<file path="config.mk">
export PLATFORM = sky130hd
export DESIGN_NAME = modbus_rtu_request_framer_core
export DESIGN_NICKNAME = d
export VERILOG_FILES = /design/src/mrf_pkg.sv /design/src/mrf_front.sv /design/src/mrf_queue.sv /design/src/mrf_back.sv /design/src/modbus_rtu_request_framer_core.sv
export SDC_FILE = /design/constraint.sdc
export NUM_CORES = 1
export LEC_CHECK = 0
export BUFFER_PORTS_ARGS = -buffer_cell sky130_fd_sc_hd__buf_2
export CORE_UTILIZATION = 30
export CTS_CLUSTER_SIZE = 30
export DETAILED_ROUTE_END_ITERATION = 8
export GPL_TIMING_DRIVEN = 0
export PLACE_DENSITY_LB_ADDON = 0.12
export SYNTH_ARGS = -nofsm -noshare
export SYNTH_HDL_FRONTEND = slang
export SYNTH_HIERARCHICAL = 1
export SYNTH_SLANG_ARGS = --single-unit
</file>
<file path="constraint.sdc">
create_clock -name clk -period 9.5 [get_ports clk]
set_input_delay 0.95 -clock clk [delete_from_list [all_inputs] [get_ports clk]]
set_output_delay 0.95 -clock clk [all_outputs]
set_load 0.02 [all_outputs]
</file>
<file path="src/mrf_pkg.sv">
// shared types, constants and crc function for the modbus rtu request framer
package mrf_pkg;

    localparam int QUEUE_DEPTH = 2;
    localparam int MAX_DATA    = 7;

    localparam logic [15:0] CRC_INIT = 16'hFFFF;
    localparam logic [15:0] CRC_POLY = 16'hA001;
    localparam logic [7:0]  COIL_ON  = 8'hFF;
    localparam logic [7:0]  COIL_OFF = 8'h00;

    typedef enum logic [1:0] {
        ACT_HEADER = 2'd0,
        ACT_COIL   = 2'd1,
        ACT_REG    = 2'd2
    } action_t;

    localparam logic [2:0] SEL_RD_COILS    = 3'd0;
    localparam logic [2:0] SEL_RD_DISCRETE = 3'd1;
    localparam logic [2:0] SEL_RD_HOLDING  = 3'd2;
    localparam logic [2:0] SEL_RD_INPUT    = 3'd3;
    localparam logic [2:0] SEL_WR_COIL     = 3'd4;
    localparam logic [2:0] SEL_WR_REG      = 3'd5;
    localparam logic [2:0] SEL_WR_COILS    = 3'd6;
    localparam logic [2:0] SEL_WR_REGS     = 3'd7;

    typedef enum logic [2:0] {
        MODE_IDLE  = 3'b001,
        MODE_COILS = 3'b010,
        MODE_REGS  = 3'b100
    } mode_t;

    typedef struct packed {
        logic [MAX_DATA-1:0][7:0] bytes;
        logic [2:0]               n_data;
        logic                     fin;
        logic                     init;
    } cmd_t;

    function automatic logic [7:0] func_code(input logic [2:0] sel);
        logic [7:0] code;
        unique case (sel)
            SEL_RD_COILS:    code = 8'h01;
            SEL_RD_DISCRETE: code = 8'h02;
            SEL_RD_HOLDING:  code = 8'h03;
            SEL_RD_INPUT:    code = 8'h04;
            SEL_WR_COIL:     code = 8'h05;
            SEL_WR_REG:      code = 8'h06;
            SEL_WR_COILS:    code = 8'h0F;
            SEL_WR_REGS:     code = 8'h10;
            default:         code = 8'h00;
        endcase
        return code;
    endfunction

    function automatic logic [15:0] crc_byte(input logic [15:0] crc, input logic [7:0] b);
        logic [15:0] c;
        c = crc ^ {8'd0, b};
        for (int i = 0; i < 8; i++)
        begin
            if (c[0])
            begin
                c = (c >> 1) ^ CRC_POLY;
            end
            else
            begin
                c = c >> 1;
            end
        end
        return c;
    endfunction

endpackage

</file>
<file path="src/mrf_front.sv">
// front end: accepts requests, tracks the open frame and builds byte commands
module mrf_front
(
    input  logic                clk,
    input  logic                rst_n,
    input  logic                accept,
    input  logic [1:0]          action,
    input  logic [7:0]          slave_id,
    input  logic [2:0]          func_sel,
    input  logic [15:0]         start_address,
    input  logic [15:0]         quantity,
    input  logic [15:0]         data_value,
    output logic                push,
    output mrf_pkg::cmd_t       cmd
);

    mrf_pkg::mode_t mode_reg, mode_next;
    logic [15:0]    left_reg, left_next;
    logic [7:0]     acc_reg, acc_next;
    logic [2:0]     pos_reg, pos_next;

    logic [15:0]    left_dec;
    logic [7:0]     acc_set;
    logic           coil_done;
    logic [16:0]    coil_sum;
    logic [7:0]     byte_cnt;

    assign left_dec  = left_reg - 16'd1;
    assign acc_set   = acc_reg | (8'((data_value != 16'd0) ? 1 : 0) << pos_reg);
    assign coil_done = (pos_reg == 3'd7) || (left_dec == 16'd0);
    assign coil_sum  = {1'b0, quantity} + 17'd7;
    assign byte_cnt  = (func_sel == mrf_pkg::SEL_WR_COILS) ? coil_sum[10:3]
                                                           : {quantity[6:0], 1'b0};

    always_comb
    begin
        mode_next = mode_reg;
        left_next = left_reg;
        acc_next  = acc_reg;
        pos_next  = pos_reg;
        push      = 1'b0;
        cmd       = '0;
        if (accept)
        begin
            case (action)
                mrf_pkg::ACT_HEADER:
                begin
                    push          = 1'b1;
                    cmd.init      = 1'b1;
                    cmd.bytes[0]  = slave_id;
                    cmd.bytes[1]  = mrf_pkg::func_code(func_sel);
                    cmd.bytes[2]  = start_address[15:8];
                    cmd.bytes[3]  = start_address[7:0];
                    cmd.n_data    = 3'd6;
                    cmd.fin       = 1'b1;
                    acc_next      = 8'd0;
                    pos_next      = 3'd0;
                    left_next     = 16'd0;
                    mode_next     = mrf_pkg::MODE_IDLE;
                    unique case (func_sel) inside
                        mrf_pkg::SEL_WR_COIL:
                        begin
                            cmd.bytes[4] = (data_value != 16'd0) ? mrf_pkg::COIL_ON
                                                                 : mrf_pkg::COIL_OFF;
                            cmd.bytes[5] = mrf_pkg::COIL_OFF;
                        end
                        mrf_pkg::SEL_WR_REG:
                        begin
                            cmd.bytes[4] = data_value[15:8];
                            cmd.bytes[5] = data_value[7:0];
                        end
                        mrf_pkg::SEL_WR_COILS, mrf_pkg::SEL_WR_REGS:
                        begin
                            cmd.bytes[4] = quantity[15:8];
                            cmd.bytes[5] = quantity[7:0];
                            cmd.bytes[6] = byte_cnt;
                            cmd.n_data   = 3'd7;
                            cmd.fin      = (quantity == 16'd0);
                            left_next    = quantity;
                            if (quantity != 16'd0)
                            begin
                                mode_next = (func_sel == mrf_pkg::SEL_WR_COILS)
                                          ? mrf_pkg::MODE_COILS : mrf_pkg::MODE_REGS;
                            end
                        end
                        default:
                        begin
                            cmd.bytes[4] = quantity[15:8];
                            cmd.bytes[5] = quantity[7:0];
                        end
                    endcase
                end
                mrf_pkg::ACT_COIL:
                begin
                    if (mode_reg == mrf_pkg::MODE_COILS)
                    begin
                        push         = coil_done;
                        cmd.bytes[0] = acc_set;
                        cmd.n_data   = coil_done ? 3'd1 : 3'd0;
                        cmd.fin      = (left_dec == 16'd0);
                        acc_next     = coil_done ? 8'd0 : acc_set;
                        pos_next     = coil_done ? 3'd0 : pos_reg + 3'd1;
                        left_next    = left_dec;
                        if (left_dec == 16'd0)
                        begin
                            mode_next = mrf_pkg::MODE_IDLE;
                        end
                    end
                end
                mrf_pkg::ACT_REG:
                begin
                    if (mode_reg == mrf_pkg::MODE_REGS)
                    begin
                        push         = 1'b1;
                        cmd.bytes[0] = data_value[15:8];
                        cmd.bytes[1] = data_value[7:0];
                        cmd.n_data   = 3'd2;
                        cmd.fin      = (left_dec == 16'd0);
                        left_next    = left_dec;
                        if (left_dec == 16'd0)
                        begin
                            mode_next = mrf_pkg::MODE_IDLE;
                        end
                    end
                end
                default:
                begin
                    push = 1'b0;
                end
            endcase
        end
    end

    always_ff @(posedge clk or negedge rst_n)
    begin
        if (!rst_n)
        begin
            mode_reg <= mrf_pkg::MODE_IDLE;
            left_reg <= 16'd0;
            acc_reg  <= 8'd0;
            pos_reg  <= 3'd0;
        end
        else
        begin
            mode_reg <= mode_next;
            left_reg <= left_next;
            acc_reg  <= acc_next;
            pos_reg  <= pos_next;
        end
    end

endmodule

</file>
<file path="src/mrf_queue.sv">
// command queue between front end and byte serializer
module mrf_queue
#(
    parameter int DEPTH = mrf_pkg::QUEUE_DEPTH
)
(
    input  logic          clk,
    input  logic          rst_n,
    input  logic          push,
    input  mrf_pkg::cmd_t push_cmd,
    output logic          full,
    input  logic          pop,
    output logic          head_valid,
    output mrf_pkg::cmd_t head_cmd
);

    localparam int PTR_W = (DEPTH > 1) ? $clog2(DEPTH) : 1;
    localparam int CNT_W = $clog2(DEPTH + 1);

    mrf_pkg::cmd_t    mem_reg [DEPTH];
    logic [PTR_W-1:0] wr_ptr_reg, wr_ptr_next;
    logic [PTR_W-1:0] rd_ptr_reg, rd_ptr_next;
    logic [CNT_W-1:0] count_reg, count_next;
    logic             do_push, do_pop;

    assign full       = (count_reg == CNT_W'(DEPTH));
    assign head_valid = (count_reg != '0);
    assign head_cmd   = mem_reg[rd_ptr_reg];
    assign do_push    = push && !full;
    assign do_pop     = pop && head_valid;

    always_comb
    begin
        wr_ptr_next = wr_ptr_reg;
        rd_ptr_next = rd_ptr_reg;
        count_next  = count_reg;
        if (do_push)
        begin
            wr_ptr_next = (wr_ptr_reg == PTR_W'(DEPTH - 1)) ? '0 : wr_ptr_reg + 1'b1;
        end
        if (do_pop)
        begin
            rd_ptr_next = (rd_ptr_reg == PTR_W'(DEPTH - 1)) ? '0 : rd_ptr_reg + 1'b1;
        end
        if (do_push && !do_pop)
        begin
            count_next = count_reg + 1'b1;
        end
        else if (do_pop && !do_push)
        begin
            count_next = count_reg - 1'b1;
        end
    end

    always_ff @(posedge clk)
    begin
        if (do_push)
        begin
            mem_reg[wr_ptr_reg] <= push_cmd;
        end
    end

    always_ff @(posedge clk or negedge rst_n)
    begin
        if (!rst_n)
        begin
            wr_ptr_reg <= '0;
            rd_ptr_reg <= '0;
            count_reg  <= '0;
        end
        else
        begin
            wr_ptr_reg <= wr_ptr_next;
            rd_ptr_reg <= rd_ptr_next;
            count_reg  <= count_next;
        end
    end

endmodule

</file>
<file path="src/mrf_back.sv">
// back end: sends command bytes one per cycle unless out_stall holds them, keeps the running crc and appends it
module mrf_back
(
    input  logic          clk,
    input  logic          rst_n,
    input  logic          q_valid,
    input  mrf_pkg::cmd_t q_cmd,
    output logic          q_pop,
    input  logic          out_stall,
    output logic          out_valid,
    output logic [7:0]    out_byte,
    output logic          out_last,
    output logic          out_end
);

    logic          cur_valid_reg, cur_valid_next;
    mrf_pkg::cmd_t cur_reg;
    logic [3:0]    idx_reg, idx_next;
    logic [15:0]   crc_reg, crc_next;
    logic          out_valid_reg, out_valid_next;
    logic [7:0]    byte_reg;
    logic          last_reg;
    logic          end_reg;

    logic [3:0]    total;
    logic          last;
    logic          in_data;
    logic          crc_lo;
    logic [7:0]    byte_sel;
    logic          advance;
    logic          load;

    assign total    = {1'b0, cur_reg.n_data} + (cur_reg.fin ? 4'd2 : 4'd0);
    assign last     = (idx_reg == total - 4'd1);
    assign in_data  = (idx_reg < {1'b0, cur_reg.n_data});
    assign crc_lo   = (idx_reg == {1'b0, cur_reg.n_data});
    assign byte_sel = in_data ? cur_reg.bytes[idx_reg[2:0]]
                    : (crc_lo ? crc_reg[7:0] : crc_reg[15:8]);
    assign advance  = cur_valid_reg && (!out_valid_reg || !out_stall);
    assign load     = q_valid && (!cur_valid_reg || (advance && last));
    assign q_pop    = load;

    always_comb
    begin
        cur_valid_next = cur_valid_reg;
        idx_next       = idx_reg;
        crc_next       = crc_reg;
        if (advance)
        begin
            idx_next = idx_reg + 4'd1;
            if (in_data)
            begin
                crc_next = mrf_pkg::crc_byte(crc_reg, byte_sel);
            end
            else if (!crc_lo)
            begin
                crc_next = mrf_pkg::CRC_INIT;
            end
            if (last)
            begin
                cur_valid_next = 1'b0;
            end
        end
        if (load)
        begin
            cur_valid_next = 1'b1;
            idx_next       = 4'd0;
            if (q_cmd.init)
            begin
                crc_next = mrf_pkg::CRC_INIT;
            end
        end
        if (advance)
        begin
            out_valid_next = 1'b1;
        end
        else if (out_stall)
        begin
            out_valid_next = out_valid_reg;
        end
        else
        begin
            out_valid_next = 1'b0;
        end
    end

    always_ff @(posedge clk or negedge rst_n)
    begin
        if (!rst_n)
        begin
            cur_valid_reg <= 1'b0;
            idx_reg       <= 4'd0;
            crc_reg       <= mrf_pkg::CRC_INIT;
            out_valid_reg <= 1'b0;
        end
        else
        begin
            cur_valid_reg <= cur_valid_next;
            idx_reg       <= idx_next;
            crc_reg       <= crc_next;
            out_valid_reg <= out_valid_next;
        end
    end

    always_ff @(posedge clk)
    begin
        if (load)
        begin
            cur_reg <= q_cmd;
        end
        if (advance)
        begin
            byte_reg <= byte_sel;
            last_reg <= last;
            end_reg  <= !in_data && !crc_lo;
        end
    end

    assign out_valid = out_valid_reg;
    assign out_byte  = byte_reg;
    assign out_last  = last_reg;
    assign out_end   = end_reg;

endmodule

</file>
<file path="src/modbus_rtu_request_framer_core.sv">
// top level of the modbus rtu request framer: front end, command queue, byte serializer
// Turns requests into a Modbus RTU master frame byte stream with the CRC-16 appended low
// byte first. A header request yields 8 bytes (read or single write) or 7 bytes (multiple
// write, 9 when the count is zero); a register word yields 2 bytes, plus 2 CRC bytes on the
// last element; a coil bit yields a byte every eighth bit or on the last coil, plus the CRC.
// The serializer sends one byte per cycle while byte_stall is low, and a request yields
// 0 to 9 bytes. Requests are taken every cycle while the command queue (QUEUE_DEPTH
// entries) has room, and a header may abandon an open frame at any time.
module modbus_rtu_request_framer_core
#(
    parameter int QUEUE_DEPTH = mrf_pkg::QUEUE_DEPTH
)
(
    input  logic        clk,
    input  logic        rst_n,
    input  logic        item_valid,
    output logic        item_stall,
    input  logic [1:0]  action,
    input  logic [7:0]  slave_id,
    input  logic [2:0]  func_sel,
    input  logic [15:0] start_address,
    input  logic [15:0] quantity,
    input  logic [15:0] data_value,
    output logic        byte_valid,
    input  logic        byte_stall,
    output logic [7:0]  frame_byte,
    output logic        run_last,
    output logic        frame_end
);

    logic          accept;
    logic          q_push;
    mrf_pkg::cmd_t q_push_cmd;
    logic          q_full;
    logic          q_pop;
    logic          q_valid;
    mrf_pkg::cmd_t q_head;

    assign accept     = item_valid && !item_stall;
    assign item_stall = q_full;

    mrf_front u_front
    (
        .clk           (clk),
        .rst_n         (rst_n),
        .accept        (accept),
        .action        (action),
        .slave_id      (slave_id),
        .func_sel      (func_sel),
        .start_address (start_address),
        .quantity      (quantity),
        .data_value    (data_value),
        .push          (q_push),
        .cmd           (q_push_cmd)
    );

    mrf_queue #(
        .DEPTH (QUEUE_DEPTH)
    ) u_queue
    (
        .clk        (clk),
        .rst_n      (rst_n),
        .push       (q_push),
        .push_cmd   (q_push_cmd),
        .full       (q_full),
        .pop        (q_pop),
        .head_valid (q_valid),
        .head_cmd   (q_head)
    );

    mrf_back u_back
    (
        .clk       (clk),
        .rst_n     (rst_n),
        .q_valid   (q_valid),
        .q_cmd     (q_head),
        .q_pop     (q_pop),
        .out_stall (byte_stall),
        .out_valid (byte_valid),
        .out_byte  (frame_byte),
        .out_last  (run_last),
        .out_end   (frame_end)
    );

    // crc high byte always closes the request that caused it
    a_end_is_last: assert property (@(posedge clk) disable iff (!rst_n)
        (byte_valid && frame_end) |-> run_last)
        else $error("frame end without run last");

    // crc low byte always sits between two frame ends
    a_no_double_end: assert property (@(posedge clk) disable iff (!rst_n)
        (byte_valid && !byte_stall && frame_end) |=> !(byte_valid && frame_end))
        else $error("two frame ends in a row");

    // a queued command is never lost to a push into a full queue
    a_no_overflow: assert property (@(posedge clk) disable iff (!rst_n)
        (q_push && q_full) |-> !accept)
        else $error("push into full queue");

endmodule

</file>
==> impl_metrics.csv, run 1 <==
group,metric,value,unit
route,vias,8078,
finish,fillers,3890,
sta,final_hold_viol_count,0,
logic_synthesis,ys_async_sr_fraction,22.6,%
logic_synthesis,yosysWarnings,6,
sta,tns,0,ns
route,via_per_inst,5.05,
logic_synthesis,netlist_area,12300,um2
clock_network,numCtsBuffers,29,
global_routing,antenna_found_initial,1,
route,top_layer,"met4",
clock_network,clock_sinks,248,
route,wire_per_inst,21.3,um
clock_network,postCtsHoldBufs,0,
logic_synthesis,synth.avg_cell_area,13.0,um2
clock_network,ctsHtreeMaxLevel,1,
global_routing,grt_pass1_vias,7854,
sta,period_share,45.3,%
route,drt-initial-drc-count,536,
worst_setup_path,arrival,4.56,ns
sta,rsz0062_at_grt,"false",
route,dr_wl_met2,15700,um
worst_setup_path,worstReg2RegEnd,"u_queue/mem_reg[0][21]$_DFFE_PP_",
logic_synthesis,yosys_register_bits,248,
logic_synthesis,synth.net_count,1034,
route,detailroute.wirelength.met3,1680,um
clock_network,cts_tree,"built",
sta,fmaxAchievable,232,MHz
worst_setup_path,r2r-start,"u_front/left_reg[4]$_DFFE_PN0P_",
global_routing,grtUsageTotal,16.4,%
finish,diodes,0,
floorplan,die_area,41900,um2
finish,mostFrequentLayoutCells,"edfxtp_1 (192), buf_2 (79), nand2_1 (63)",
worst_setup_path,cp-end-kind,"flip-flop",
finish,syn_to_final_growth,16.8,%
clock_network,clk_path_buf_depth,3,
clock_network,cts_setup_buffers,0,
logic_synthesis,netlist_instances,947,
floorplan,start_util,30.8,%
floorplan,die_w,205,um
sta,worst_pin_slew,1.02,ns
clock_network,clockRootBuffer,"clkbuf_16",
global_routing,grt_max_degree,57,
floorplan,num_rows,73,
power,powerDensity,317,nW/um2
finish,mostFrequentLayoutCell,"edfxtp_1",
floorplan,ios,77,
power,p_leak,5.42,nW
finish,largest_reg_flops,122,
route,drtAntennaViolNets,0,
finish,nets,1142,
worst_setup_path,ff2ff_path_depth,10,
route,wl,34100,um
place,gp_congestion,0.863,
floorplan,die_y,205,um
logic_synthesis,yosysSeqAreaShare,58.3,%
place,pre_cts_ws,5.20,ns
worst_setup_path,start_kind,"flip-flop",
worst_setup_path,critPathKind,"reg2reg",
finish,fin_area,14400,um2
global_routing,grt_pass1_wl,51000,um
sta,timing.clock.skew,0.0103,ns
clock_network,cts_resized,0,
sta,slew_viol_final,0,
route,wl_met1,15800,um
place,placed_cell_area,13500,um2
route,remaining_drc_errors,0,
worst_setup_path,path_max_fanout,23,
power,ir_worst_vdd,0.000192,V
clock_network,insertion_delay,0.56,ns
run,drv_cap,0,
sta,max_slew_margin,32.1,%
clock_network,clk_pin_slew_worst_paths,0.06,ns
sta,min_period,4.31,ns
global_routing,globalRouteOverflowTotal,0,
outcome,status,"completed",
sta,finalWorstSetupSlack,5.19,ns
logic_synthesis,synth-main-ff-cell,"edfxtp_1",
worst_setup_path,critPathRequiredTime,9.75,ns
route,first_pass_iters,5,
place,portBuffers,73,
floorplan,coreArea,40100,um2
finish,layout-drive-gt1-share,23.0,%
worst_hold_path,hold_class,"in2async",
place,dp_hpwl,24600,um
sta,setup-violations-final,0,
worst_setup_path,r2r_slack,5.19,ns
logic_synthesis,synth.distinct_cells,79,
logic_synthesis,synth_edf_count,192,
==> metal layers <==
| layer | GRT usage, % | vias up |
|---|---|---|
| met5 | 0 | - |
| met4 | 4.56 | 0 |
| met3 | 2.67 | 49 |
| met2 | 26.3 | 228 |
| met1 | 22.8 | 3992 |
| li1 | - | 3809 |
==> logic make-up after synthesis <==
group | synth area share (%)
buffers and inverters | 4.05
AOI/OAI and AO/OA | 11.3
xor gates and xnor gates | 3.23
DFF | 58.3
and+or+nand+nor | 11.4
muxes | 9.48
adders and majority gates | 2.29
==> worst max path at each step <==
stage	startpoint	end	slack [ns]	cells after the start
3_5_place_dp	action[0]	u_queue/mem_reg[0][27]$_DFFE_PP_	5.20	9
4_1_cts	u_front/left_reg[4]$_DFFE_PN0P_	u_queue/mem_reg[0][37]$_DFFE_PP_	5.21	10
6_report	u_front/left_reg[4]$_DFFE_PN0P_	u_queue/mem_reg[0][21]$_DFFE_PP_	5.19	10
2_1_floorplan	action[0]	u_queue/mem_reg[0][0]$_DFFE_PP_	4.07	7
5_1_grt	u_front/left_reg[11]$_DFFE_PN0P_	u_queue/mem_reg[0][37]$_DFFE_PP_	4.79	10
3_3_place_gp	action[0]	u_queue/mem_reg[0][53]$_DFFE_PP_	0.84	8
==> Yosys cell counts, types with 7 or more instances <==
cell        n  area share [%]
buf_2       7            0.28
nor3_1     14            0.57
o211ai_1    7            0.43
nor2b_1    11            0.56
nand3b_1    8            0.49
xnor2_1    18             1.3
ha_1       21             2.1
nor4_1     16            0.81
a21oi_1    52             2.1
and3_1     25             1.3
nand3_1    19            0.77
a211oi_1   14            0.85
edfxtp_1  192              47
dfstp_2    17             3.6
o21ai_0    26             1.1
a31oi_1     7            0.35
xor2_1     20             1.4
clkbuf_1   33             1.0
o22ai_1    20             1.0
nor2_1     58             1.8
a22oi_1    37             2.3
mux2i_1    25             2.0
mux2_4     59             7.2
buf_12      8             1.3
nand2b_1    9            0.46
inv_1      26            0.79
dfrtp_1    39             7.9
nand2_1    63             1.9
==> final cells by class <==
| cell class | instances | area [um2] | share of cell area (%) |
|---|---|---|---|
| clock inverter | 17 | 179 | 1.24 |
| timing repair buffer | 77 | 463 | 3.21 |
| clock buffer | 35 | 748 | 5.19 |
| buffer | 56 | 402 | 2.79 |
| inverter | 27 | 101 | 0.704 |
| tap | 525 | 657 | 4.56 |
| multi-input combinational | 616 | 4670 | 32.4 |
| sequential | 248 | 7190 | 49.9 |
==> where the power goes <==
group          internal, mW  switching, mW
clock                 0.663          0.438
sequential             1.42          0.116
combinational         0.871           1.06
==> per-stage QoR <==
step / power [mW] / util [%] / std cells / hold slack, ns
after floorplan: 2.99 / - / 947 / 0.456
after global placement: 3.49 / 33.3 / 1545 / 0.470
after detailed placement: 3.50 / 33.6 / 1549 / 0.480
after CTS: 4.62 / 35.9 / 1601 / 0.482
after global routing: 4.82 / 35.9 / 1601 / 0.514
final: 4.57 / 35.9 / 1601 / 0.470
==> critical path: stages (launching register included) <==
cell and delay (ns):
dfrtp_1 0.45, nor4_1 0.72, nand4_1 0.20, xnor2_1 0.23
a2111oi_0 0.44, nor4b_1 0.48, o211ai_1 0.16, o21ai_0 0.24
nand2_1 0.23, nor2_4 0.52, buf_12 0.27
Power figures use the tool's default switching activity.
==> inputs of run 2 (changes only) <==
clock period = 3.55 ns   (was 9.5 ns; I/O delays follow)
==> impl_metrics.csv, run 2 (same netlist as run 1, synthesis figures left out) <==
group,metric,value,unit
power,ir_worst_vdd,0.000575,V
sta,final_hold_viol_count,0,
power,switching_share,35.0,%
clock_network,clock_sinks,248,
finish,mostFrequentLayoutCells,"edfxtp_1 (192), buf_2 (77), nand2_1 (61)",
floorplan,die_y,205,um
finish,mostFrequentLayoutCell,"edfxtp_1",
place,dp_hpwl,24400,um
power,p_clk_share,23.7,%
finish,nets,1157,
sta,finalWorstSetupSlack,0.150,ns
sta,min_period,3.40,ns
floorplan,coreArea,40100,um2
worst_setup_path,path_cells,"or4_1 > buf_2 > nor4_2 > a211oi_2 > nor4b_4 > o211ai_1 > o21ai_2 > and3_4 > buf_16",
global_routing,grt_pass1_wl,51100,um
clock_network,numCtsBuffers,30,
route,drt-initial-drc-count,509,
route,wire_per_inst,21.3,um
sta,max_slew_margin,45.4,%
worst_setup_path,critPathRequiredTime,3.79,ns
clock_network,insertion_delay,0.57,ns
route,vias,8076,
route,remaining_drc_errors,0,
floorplan,ios,77,
worst_setup_path,slowest_delay,0.52,ns
finish,layout-drive-gt1-share,26.3,%
worst_hold_path,hold_class,"in2reg",
floorplan,num_rows,73,
power,powerDensity,863,nW/um2
floorplan,die_w,205,um
power,pwr-share-comb,43.7,%
worst_setup_path,path_max_fanout,52,
power,p_seq_share,32.6,%
route,via_per_inst,4.99,
route,drtAntennaViolNets,0,
worst_setup_path,crit_start,"u_front/left_reg[6]$_DFFE_PN0P_",
place,pre_cts_ws,-0.917,ns
route,wl,34500,um
clock_network,clk_path_buf_depth,3,
global_routing,antenna_found_initial,1,
clock_network,clockRootBuffer,"clkbuf_16",
power,totalPowerFinal,12.7,mW
global_routing,globalRouteOverflowTotal,0,
sta,worst_pin_slew,0.817,ns
global_routing,grt_pass1_vias,8062,
outcome,status,"completed",
worst_setup_path,arrival,3.64,ns
run,drv_cap,0,
clock_network,cts_tree,"built",
worst_setup_path,r2r_slack,0.15,ns
worst_setup_path,start_kind,"flip-flop",
worst_setup_path,cp-end-kind,"flip-flop",
sta,fmaxAchievable,294,MHz
clock_network,ctsHtreeMaxLevel,1,
global_routing,use_met3,2.61,%
power,p_leak,5.55,nW
sta,timing.clock.skew,0.0126,ns
floorplan,die_area,41900,um2
sta,period_share,95.8,%
route,first_pass_iters,5,
place,gp_congestion,0.828,
power,switching_power,4.45,mW
worst_setup_path,critPathBufInv,2,
worst_setup_path,critPathKind,"reg2reg",
finish,largest_reg_flops,122,
clock_network,clk_pin_slew_worst_paths,0.06,ns
global_routing,grtUsageTotal,16.5,%
place,portBuffers,73,
worst_setup_path,worstReg2RegEnd,"u_queue/mem_reg[1][25]$_DFFE_PP_",
power,p_int,8.25,mW
worst_setup_path,cp.depth,9,
global_routing,busiest_layer,"met2",
floorplan,start_util,30.8,%
finish,syn_to_final_growth,19.3,%
sta,setup-violations-final,0,
sta,slew_viol_final,0,
worst_setup_path,r2r-start,"u_front/left_reg[6]$_DFFE_PN0P_",
global_routing,grtUsageMet1,22.3,%
global_routing,grt_max_degree,67,
worst_setup_path,critical-path-slowest-cell,"or4_1",
finish,diodes,0,
worst_setup_path,ff2ff_path_depth,9,
global_routing,grt_util_met2,26.8,%
finish,fillers,3899,
worst_setup_path,crit_family,"simple AND/OR/NAND/NOR gates",
worst_setup_path,endpoint,"u_queue/mem_reg[1][25]$_DFFE_PP_",
==> run 2: power groups by stage <==
| stage | Clock (mW) | Sequential (mW) | Combinational (mW) |
|---|---|---|---|
| 2_1_floorplan | 0 | 4.17 | 3.83 |
| 3_3_place_gp | 0 | 4.18 | 5.08 |
| 3_5_place_dp | 0 | 4.17 | 5.10 |
| 4_1_cts | 3.11 | 4.13 | 5.39 |
| 5_1_grt | 3.21 | 4.20 | 5.96 |
| 6_report | 3.01 | 4.15 | 5.55 |
==> run 2: worst min-delay path by stage <==
stage                                        start  cells past startpoint                               end  slack [ns]
floorplan                                    rst_n                      0  u_back/cur_valid_reg$_DFFE_PN0P_        0.06
CTS                                     byte_stall                      3      u_back/out_valid$_DFFE_PN0P_        0.02
finish                                  byte_stall                      3      u_back/out_valid$_DFFE_PN0P_        0.04
global route                            byte_stall                      3      u_back/out_valid$_DFFE_PN0P_        0.06
detailed placement                           rst_n                      1     u_back/idx_reg[3]$_DFFE_PN0P_        0.21
global placement    u_front/acc_reg[5]$_DFFE_PN0P_                      2    u_front/acc_reg[5]$_DFFE_PN0P_        0.47
==> run 2: tightest hold or removal path: stages <==
cell      delay, ns
buf_2          0.07
nand2_1        0.07
nand2b_1       0.07
==> run 2: what timing repair did <==
action / CTS / global route
pin swaps: 4 / 4
hold buffers: 1 / 0
cloned: 0 / 2
hold endpoints to repair: 46 / 0
endpoints found under the setup margin: 202 / 82
setup buffers: 6 / 8
gates resized for setup: 18 / 20
==> run 2: cell type report <==
cell class / instances / area [um2] / area share [%]
Tap cell: 525 / 657 / 4.46
Timing Repair Buffer: 93 / 581 / 3.94
Multi-Input combinational cell: 616 / 4820 / 32.8
Buffer: 54 / 402 / 2.73
Clock buffer: 38 / 802 / 5.45
Clock inverter: 18 / 163 / 1.10
Sequential cell: 248 / 7190 / 48.8
Inverter: 27 / 105 / 0.714
==> run 2: metrics by stage <==
| stage | std cells | TNS (ns) | utilization [%] | area (um2) | hold slack [ns] |
|---|---|---|---|---|---|
| global placement | 1545 | -211.92 | 33.3 | 13400 | 0.470 |
| finish | 1619 | 0 | 36.7 | 14700 | 0.0446 |
| floorplan | 947 | 0 | - | 12300 | 0.0594 |
| CTS | 1611 | 0 | 36.4 | 14600 | 0.0210 |
| global route | 1619 | -0.00274 | 36.7 | 14700 | 0.0641 |
| detailed placement | 1549 | -87.85 | 33.6 | 13500 | 0.211 |
==> run 2: layer usage <==
metal | routed length [um] | share of wire [%]
met1 | 15400 | 45
met2 | 16200 | 47
met5 | 0 | 0
met3 | 1670 | 4.8
met4 | 1190 | 3.5
